File: src/rtl/core/slt_pkg.sv
// Package for the shell line tokenizer: character classes, lexer states,
// line status codes and the item types passed between front and back.
// Depends on nothing; every module of the block imports it.
package slt_pkg;

  localparam logic [7:0] ChPipe  = 8'h7C;
  localparam logic [7:0] ChQuote = 8'h22;
  localparam logic [7:0] ChSpace = 8'h20;
  localparam logic [7:0] ChTab   = 8'h09;
  localparam logic [7:0] ChNl    = 8'h0A;
  localparam logic [7:0] ChNul   = 8'h00;

  localparam int unsigned QueueDepth = 2;

  typedef enum logic [2:0] {
    CLS_END   = 3'd0,
    CLS_QUOTE = 3'd1,
    CLS_BLANK = 3'd2,
    CLS_PIPE  = 3'd3,
    CLS_OTHER = 3'd4
  } char_class_e;

  typedef enum logic [2:0] {
    LX_START = 3'b001,
    LX_WORD  = 3'b010,
    LX_PIPE  = 3'b100
  } lex_state_e;

  typedef enum logic [1:0] {
    LS_CONTINUE = 2'd0,
    LS_ACCEPT   = 2'd1,
    LS_REJECT   = 2'd2
  } line_status_e;

  typedef struct packed {
    char_class_e cls;
    logic [7:0]  chr;
  } char_item_t;

  typedef struct packed {
    logic         token_closed;
    logic         closed_is_pipe;
    logic         char_kept;
    logic [7:0]   char_out;
    logic         starts_token;
    logic         kept_is_pipe;
    line_status_e line_status;
  } result_t;

  function automatic char_class_e classify(logic [7:0] c);
    char_class_e cls;
    if (c == ChNl || c == ChNul) begin
      cls = CLS_END;
    end else if (c == ChQuote) begin
      cls = CLS_QUOTE;
    end else if (c == ChSpace || c == ChTab) begin
      cls = CLS_BLANK;
    end else if (c == ChPipe) begin
      cls = CLS_PIPE;
    end else begin
      cls = CLS_OTHER;
    end
    return cls;
  endfunction

endpackage

File: src/rtl/core/slt_front.sv
// Front end of the shell line tokenizer: accepts characters, classifies
// them and holds them in a short queue for the back end.
// Depends on slt_pkg.
module slt_front (
  input  logic               clk_i,
  input  logic               rst_ni,
  input  logic               push_i,
  output logic               full_o,
  input  logic [7:0]         char_in_i,
  output logic               valid_o,
  output slt_pkg::char_item_t item_o,
  input  logic               take_i
);
  import slt_pkg::*;

  localparam int unsigned PtrW = $clog2(QueueDepth);
  localparam int unsigned CntW = $clog2(QueueDepth + 1);

  char_item_t      mem_q [QueueDepth];
  logic [PtrW-1:0] wr_q, wr_d, rd_q, rd_d;
  logic [CntW-1:0] cnt_q, cnt_d;
  logic            do_push, do_pop;

  assign full_o  = (cnt_q == CntW'(QueueDepth));
  assign valid_o = (cnt_q != '0);
  assign item_o  = mem_q[rd_q];
  assign do_push = push_i && !full_o;
  assign do_pop  = valid_o && take_i;

  always_comb begin
    wr_d  = wr_q;
    rd_d  = rd_q;
    cnt_d = cnt_q;
    if (do_push) begin
      wr_d = (wr_q == PtrW'(QueueDepth - 1)) ? '0 : wr_q + PtrW'(1);
    end
    if (do_pop) begin
      rd_d = (rd_q == PtrW'(QueueDepth - 1)) ? '0 : rd_q + PtrW'(1);
    end
    if (do_push && !do_pop) begin
      cnt_d = cnt_q + CntW'(1);
    end else if (do_pop && !do_push) begin
      cnt_d = cnt_q - CntW'(1);
    end
  end

  always_ff @(posedge clk_i or negedge rst_ni) begin
    if (!rst_ni) begin
      wr_q  <= '0;
      rd_q  <= '0;
      cnt_q <= '0;
    end else begin
      wr_q  <= wr_d;
      rd_q  <= rd_d;
      cnt_q <= cnt_d;
    end
  end

  always_ff @(posedge clk_i) begin
    if (do_push) begin
      mem_q[wr_q].cls <= classify(char_in_i);
      mem_q[wr_q].chr <= char_in_i;
    end
  end

endmodule

File: src/rtl/core/slt_back.sv
// Back end of the shell line tokenizer: runs the lexer state and quote
// parity on classified characters and queues one result per item.
// Depends on slt_pkg.
module slt_back (
  input  logic                clk_i,
  input  logic                rst_ni,
  input  logic                valid_i,
  input  slt_pkg::char_item_t item_i,
  output logic                take_o,
  output logic                empty_o,
  input  logic                pop_i,
  output slt_pkg::result_t    result_o
);
  import slt_pkg::*;

  localparam int unsigned PtrW = $clog2(QueueDepth);
  localparam int unsigned CntW = $clog2(QueueDepth + 1);

  lex_state_e      state_q, state_d;
  logic            quote_q, quote_d;
  result_t         res;
  result_t         mem_q [QueueDepth];
  logic [PtrW-1:0] wr_q, wr_d, rd_q, rd_d;
  logic [CntW-1:0] cnt_q, cnt_d;
  logic            do_pop;

  assign take_o   = valid_i && (cnt_q != CntW'(QueueDepth));
  assign empty_o  = (cnt_q == '0);
  assign result_o = mem_q[rd_q];
  assign do_pop   = !empty_o && pop_i;

  always_comb begin
    lex_state_e st;
    logic       q;
    st  = state_q;
    q   = quote_q;
    res = '0;
    res.line_status = LS_CONTINUE;
    if (st == LX_PIPE && q) begin
      st = LX_START;
    end
    case (st)
      LX_WORD: begin
        if (!q) begin
          case (item_i.cls)
            CLS_QUOTE: q = 1'b1;
            CLS_END: begin
              res.token_closed = 1'b1;
              res.line_status  = LS_ACCEPT;
            end
            CLS_BLANK: begin
              res.token_closed = 1'b1;
              st = LX_START;
            end
            CLS_PIPE: begin
              res.token_closed = 1'b1;
              res.char_kept    = 1'b1;
              res.starts_token = 1'b1;
              res.kept_is_pipe = 1'b1;
              st = LX_PIPE;
            end
            default: res.char_kept = 1'b1;
          endcase
        end else begin
          case (item_i.cls)
            CLS_END:   res.line_status = LS_REJECT;
            CLS_QUOTE: q = 1'b0;
            default:   res.char_kept = 1'b1;
          endcase
        end
      end
      LX_PIPE: begin
        res.token_closed   = 1'b1;
        res.closed_is_pipe = 1'b1;
        case (item_i.cls)
          CLS_END:   res.line_status = LS_ACCEPT;
          CLS_BLANK: st = LX_START;
          CLS_PIPE: begin
            res.char_kept    = 1'b1;
            res.starts_token = 1'b1;
            res.kept_is_pipe = 1'b1;
          end
          CLS_QUOTE: begin
            q  = 1'b1;
            st = LX_START;
          end
          default: begin
            res.char_kept    = 1'b1;
            res.starts_token = 1'b1;
            st = LX_WORD;
          end
        endcase
      end
      default: begin
        st = LX_START;
        case (item_i.cls)
          CLS_END:   res.line_status = LS_ACCEPT;
          CLS_QUOTE: q = !q;
          CLS_BLANK: ;
          CLS_PIPE: begin
            res.char_kept    = 1'b1;
            res.starts_token = 1'b1;
            if (!q) begin
              res.kept_is_pipe = 1'b1;
              st = LX_PIPE;
            end else begin
              st = LX_WORD;
            end
          end
          default: begin
            res.char_kept    = 1'b1;
            res.starts_token = 1'b1;
            st = LX_WORD;
          end
        endcase
      end
    endcase
    if (res.line_status != LS_CONTINUE) begin
      st = LX_START;
      q  = 1'b0;
    end
    res.char_out = res.char_kept ? item_i.chr : 8'h00;
    state_d = st;
    quote_d = q;
  end

  always_comb begin
    wr_d  = wr_q;
    rd_d  = rd_q;
    cnt_d = cnt_q;
    if (take_o) begin
      wr_d = (wr_q == PtrW'(QueueDepth - 1)) ? '0 : wr_q + PtrW'(1);
    end
    if (do_pop) begin
      rd_d = (rd_q == PtrW'(QueueDepth - 1)) ? '0 : rd_q + PtrW'(1);
    end
    if (take_o && !do_pop) begin
      cnt_d = cnt_q + CntW'(1);
    end else if (do_pop && !take_o) begin
      cnt_d = cnt_q - CntW'(1);
    end
  end

  always_ff @(posedge clk_i or negedge rst_ni) begin
    if (!rst_ni) begin
      state_q <= LX_START;
      quote_q <= 1'b0;
      wr_q    <= '0;
      rd_q    <= '0;
      cnt_q   <= '0;
    end else begin
      if (take_o) begin
        state_q <= state_d;
        quote_q <= quote_d;
      end
      wr_q  <= wr_d;
      rd_q  <= rd_d;
      cnt_q <= cnt_d;
    end
  end

  always_ff @(posedge clk_i) begin
    if (take_o) begin
      mem_q[wr_q] <= res;
    end
  end

endmodule

File: src/rtl/core/shell_line_tokenizer.sv
// Top level of the shell line tokenizer: front end and back end joined
// by a two-entry character queue. Depends on slt_pkg, slt_front, slt_back.
//
// One character enters per item and one result leaves per item, in order.
// The block sustains one item per clock cycle on both sides as long as
// the result queue is popped and full stays low; a character is first
// written into the front queue, and the lexer step reads it from there
// and writes its result into the result queue, from which it is popped.
// The rate is set by the combinational lexer step in the back end.
// Full rises when the front queue holds two items the back end could not
// take because its two-entry result queue is full; a newline or NUL ends
// the line and returns the lexer to its start state.
module shell_line_tokenizer (
  input  logic       clk_i,
  input  logic       rst_ni,
  input  logic       push,
  output logic       full,
  input  logic [7:0] char_in_i,
  output logic       empty,
  input  logic       pop,
  output logic       token_closed_o,
  output logic       closed_is_pipe_o,
  output logic       char_kept_o,
  output logic [7:0] char_out_o,
  output logic       starts_token_o,
  output logic       kept_is_pipe_o,
  output logic [1:0] line_status_o
);
  import slt_pkg::*;

  logic       q_valid, q_take;
  char_item_t q_item;
  result_t    result;

  slt_front u_front (
    .clk_i     (clk_i),
    .rst_ni    (rst_ni),
    .push_i    (push),
    .full_o    (full),
    .char_in_i (char_in_i),
    .valid_o   (q_valid),
    .item_o    (q_item),
    .take_i    (q_take)
  );

  slt_back u_back (
    .clk_i    (clk_i),
    .rst_ni   (rst_ni),
    .valid_i  (q_valid),
    .item_i   (q_item),
    .take_o   (q_take),
    .empty_o  (empty),
    .pop_i    (pop),
    .result_o (result)
  );

  assign token_closed_o   = result.token_closed;
  assign closed_is_pipe_o = result.closed_is_pipe;
  assign char_kept_o      = result.char_kept;
  assign char_out_o       = result.char_out;
  assign starts_token_o   = result.starts_token;
  assign kept_is_pipe_o   = result.kept_is_pipe;
  assign line_status_o    = result.line_status;

endmodule
File: config.mk
export PLATFORM = sky130hd
export DESIGN_NAME = shell_line_tokenizer
export DESIGN_NICKNAME = d
export VERILOG_FILES = /design/src/rtl/core/slt_pkg.sv /design/src/rtl/core/slt_front.sv /design/src/rtl/core/slt_back.sv /design/src/rtl/core/shell_line_tokenizer.sv
export SDC_FILE = /design/constraint.sdc
export NUM_CORES = 1
export LEC_CHECK = 0
export BUFFER_PORTS_ARGS = -buffer_cell sky130_fd_sc_hd__buf_2
export CELL_PAD_IN_SITES_DETAIL_PLACEMENT = 0
export CELL_PAD_IN_SITES_GLOBAL_PLACEMENT = 1
export CORE_ASPECT_RATIO = 1.1
export CORE_UTILIZATION = 52
export DETAILED_ROUTE_END_ITERATION = 16
export PLACE_DENSITY = 0.9
export SYNTH_ARGS = -nofsm -noshare
export SYNTH_HDL_FRONTEND = slang
export SYNTH_SLANG_ARGS = --single-unit
File: constraint.sdc
create_clock -name clk_i -period 3.9 [get_ports clk_i]
set_input_delay 0.78 -clock clk_i [delete_from_list [all_inputs] [get_ports clk_i]]
set_output_delay 0.78 -clock clk_i [all_outputs]
set_load 0.005 [all_outputs]
==> flow_metrics.tcl <==
set metrics [dict create \
    netlist_instances 182 \
    place_hpwl_mm 2.71 \
    hp-class "input pin to async pin" \
    relSlewSlack_pct 38.8 \
    required_ns 3.12 \
    antenna_cells 0 \
    die_width_um 71.3 \
    drv_slew 0 \
    async_flop_share_pct 18.8 \
    vias_per_cell 5.30 \
    violations "design-rule violations" \
    skew_ns 0.00464 \
    wirelength_mm 4.04 \
    area_growth_pct 14.4 \
    syn_nets 196 \
    synthAdderAreaFrac_pct 0.910 \
    place_congestion 0.727 \
    powerDensity_nw_per_um2 894 \
    num_rows 27 \
    fin_setup_tns_ns 0 \
    drive_gt1_share_pct 31.5 \
    layout_commonest_cell "edfxtp_1" \
    synth_area_um2 2750 \
    met2_usage_pct 25.5 \
    die_area_um2 5580 \
    worst_slew_pin_slew_ns 0.915 \
    p_int_w 0.00194 \
    setup_viol 0 \
    ir_drop_v 0.000349 \
    antenna_found_initial 0 \
    start_kind "register" \
    synth_xor_area_share_pct 3.19 \
    path_class "register to output port" \
    whs_ns 0.315 \
    ys_seq_area_share_pct 67.8 \
    endpoint_kind "output port" \
    p_switching_w 0.000875 \
    ys_warn_count 0 \
    met3_usage_pct 5.13 \
    num_vias 1483 \
    track_usage_pct 16.8 \
    fill_cells 376 \
    clk_transition_reported_paths_ns 0.07 \
    synth-seq-cells 64 \
    portBuffers 28 \
    synthSimpleGateAreaFrac_pct 7.97 \
    seqPwrFrac_pct 46.4 \
    cts_htree_levels 3 \
    cts-buffers-inserted 9 \
    finalHoldViolations 0 \
    maxCapViolations 0 \
    synth_edf_count 52 \
    fin_crit_ns 2.42 \
    comb_power_share_pct 32.4 \
    drc 1 \
    top_level_ports 29 \
    worst_skew_pair.late_latency_ns 0.33 \
    outcome "complete, but fails checks" \
    layout.nets 231 \
    grt_first_pass_wirelength_mm 6.78 \
    start_util_pct 54.6 \
    yosys-mux-area-fraction_pct 11.3 \
    wire_per_inst_um 14.4 \
    clockBufferDepth 2 \
    ctsHoldBuffers 0 \
    first_global_vias 1410 \
    grt.busiest_layer "met2" \
    clkPwrFrac_pct 21.2 \
    ys.flop_type "edfxtp_1" \
    dr.pass1.iters 10 \
    cts.sinks 64 \
    clock.fmax_mhz 413 \
    worstPathArrival_ns 1.64 \
    met1_usage_pct 20.6 \
    die_height_um 78.3 \
    power.share.switching_pct 31.1 \
    core_area_um2 5030 \
    dr.first_iter.drc_count 84 \
    cp_max_fo 16 \
    tritoncts "done" \
    grt_max_degree 19 \
    synth_compound_area_share_pct 6.46 \
    ant_nets 0 \
    clockRootBuffer "clkbuf_8" \
    ctsResizeCount 0 \
    syn-mean-instance-area_um2 15.1 \
    p_leak_nw 1.21 \
    post-cts-setup-buffers 0 \
    final_cell_mix "52 x edfxtp_1, 28 x buf_2, 18 x nor2_1" \
    synth.distinct_cells 39 \
    fin_crit_sh_pct 62.1 \
    rsz0062_at_grt "no" \
    synth_top_family_by_area "multiplexers" \
    grt.overflow.total 0 \
]
==> final timing paths <==
check | endpoint | cells past startpoint | slack (ns) | from
setup reg to reg | u_back.mem_q[1][10] | 3 | 1.81 | u_front.rd_q
min in group clk_i | u_front.wr_q | 1 | 0.51 | u_front.wr_q
max in group asynchronous | u_back.state_q[0] | 1 | 3.32 | rst_ni
hold / removal | u_back.wr_q | 1 | 0.31 | rst_ni
setup / recovery | char_out_o[5] | 2 | 1.48 | u_back.rd_q
hold reg to reg | u_front.wr_q | 1 | 0.51 | u_front.wr_q
==> per-stage QoR <==
stage	instances	power (W)	area, um2	util, %	worst slack [ns]
after global placement	264	0.00220	2930	58.3	1.83
after global routing	280	0.00299	3150	62.5	1.39
after floorplan	182	0.00197	2750	-	2.09
final	280	0.00281	3150	62.5	1.48
after detailed placement	264	0.00224	2930	58.3	1.79
after CTS	280	0.00284	3150	62.5	1.43
==> critical path: stages (launching register included) <==
cell and delay (ns):
dfrtp_1 0.76, mux2_2 0.41, buf_2 0.13
==> logic make-up (layout without fill, tap and decap cells) <==
kind of cell,Yosys count,count (layout)
and+or+nand+nor,41,41
muxes,28,28
buffers and inverters,12,52
AOI/OAI and AO/OA,25,25
xor gates and xnor gates,10,10
adders and majority gates,2,2
DFF,64,64
==> synthesized netlist by cell type (4+ instances only) <==
master / count / area share [%]
o21ai_0: 6 / 1.1
mux2_2: 17 / 7.0
a21oi_1: 6 / 1.1
nand2_1: 4 / 0.55
nor2_1: 18 / 2.5
inv_1: 5 / 0.68
buf_2: 4 / 0.73
mux2i_1: 9 / 3.3
dfrtp_1: 11 / 10
xnor2_1: 7 / 2.2
edfxtp_1: 52 / 57
==> state kept, by name, indices dropped and copies added, names as in the netlist <==
name and flops:
u_back.cnt_q 2, u_back.mem_q 30, u_back.quote_q 1, u_back.rd_q 1
u_back.state_q 3, u_back.wr_q 1, u_front.cnt_q 2, u_front.mem_q 22
u_front.rd_q 1, u_front.wr_q 1
==> area by class of cell <==
class	instances	area, um2	share of cell area, %
inverter	6	22.5	0.716
multi-input combinational	106	821	26.1
clock buffer	10	128	4.06
sequential	64	1860	59.2
tap	58	72.6	2.31
clock inverter	6	83.8	2.67
timing repair buffer	30	155	4.93
==> power by group through the flow <==
stage,clock [W],combinational (W),sequential (W)
2_1_floorplan,0,0.000757,0.00122
3_3_place_gp,0,0.000899,0.00130
3_5_place_dp,0,0.000920,0.00132
4_1_cts,0.000609,0.000928,0.00131
5_1_grt,0.000638,0.00102,0.00134
6_report,0.000597,0.000911,0.00130
==> metal layers <==
layer | wire length, um | up-vias
li1 | - | 747
met1 | 1910 | 695
met2 | 1870 | 32
met3 | 150 | 9
met4 | 113 | 0
met5 | 0 | -
Power figures use the tool's default switching activity.
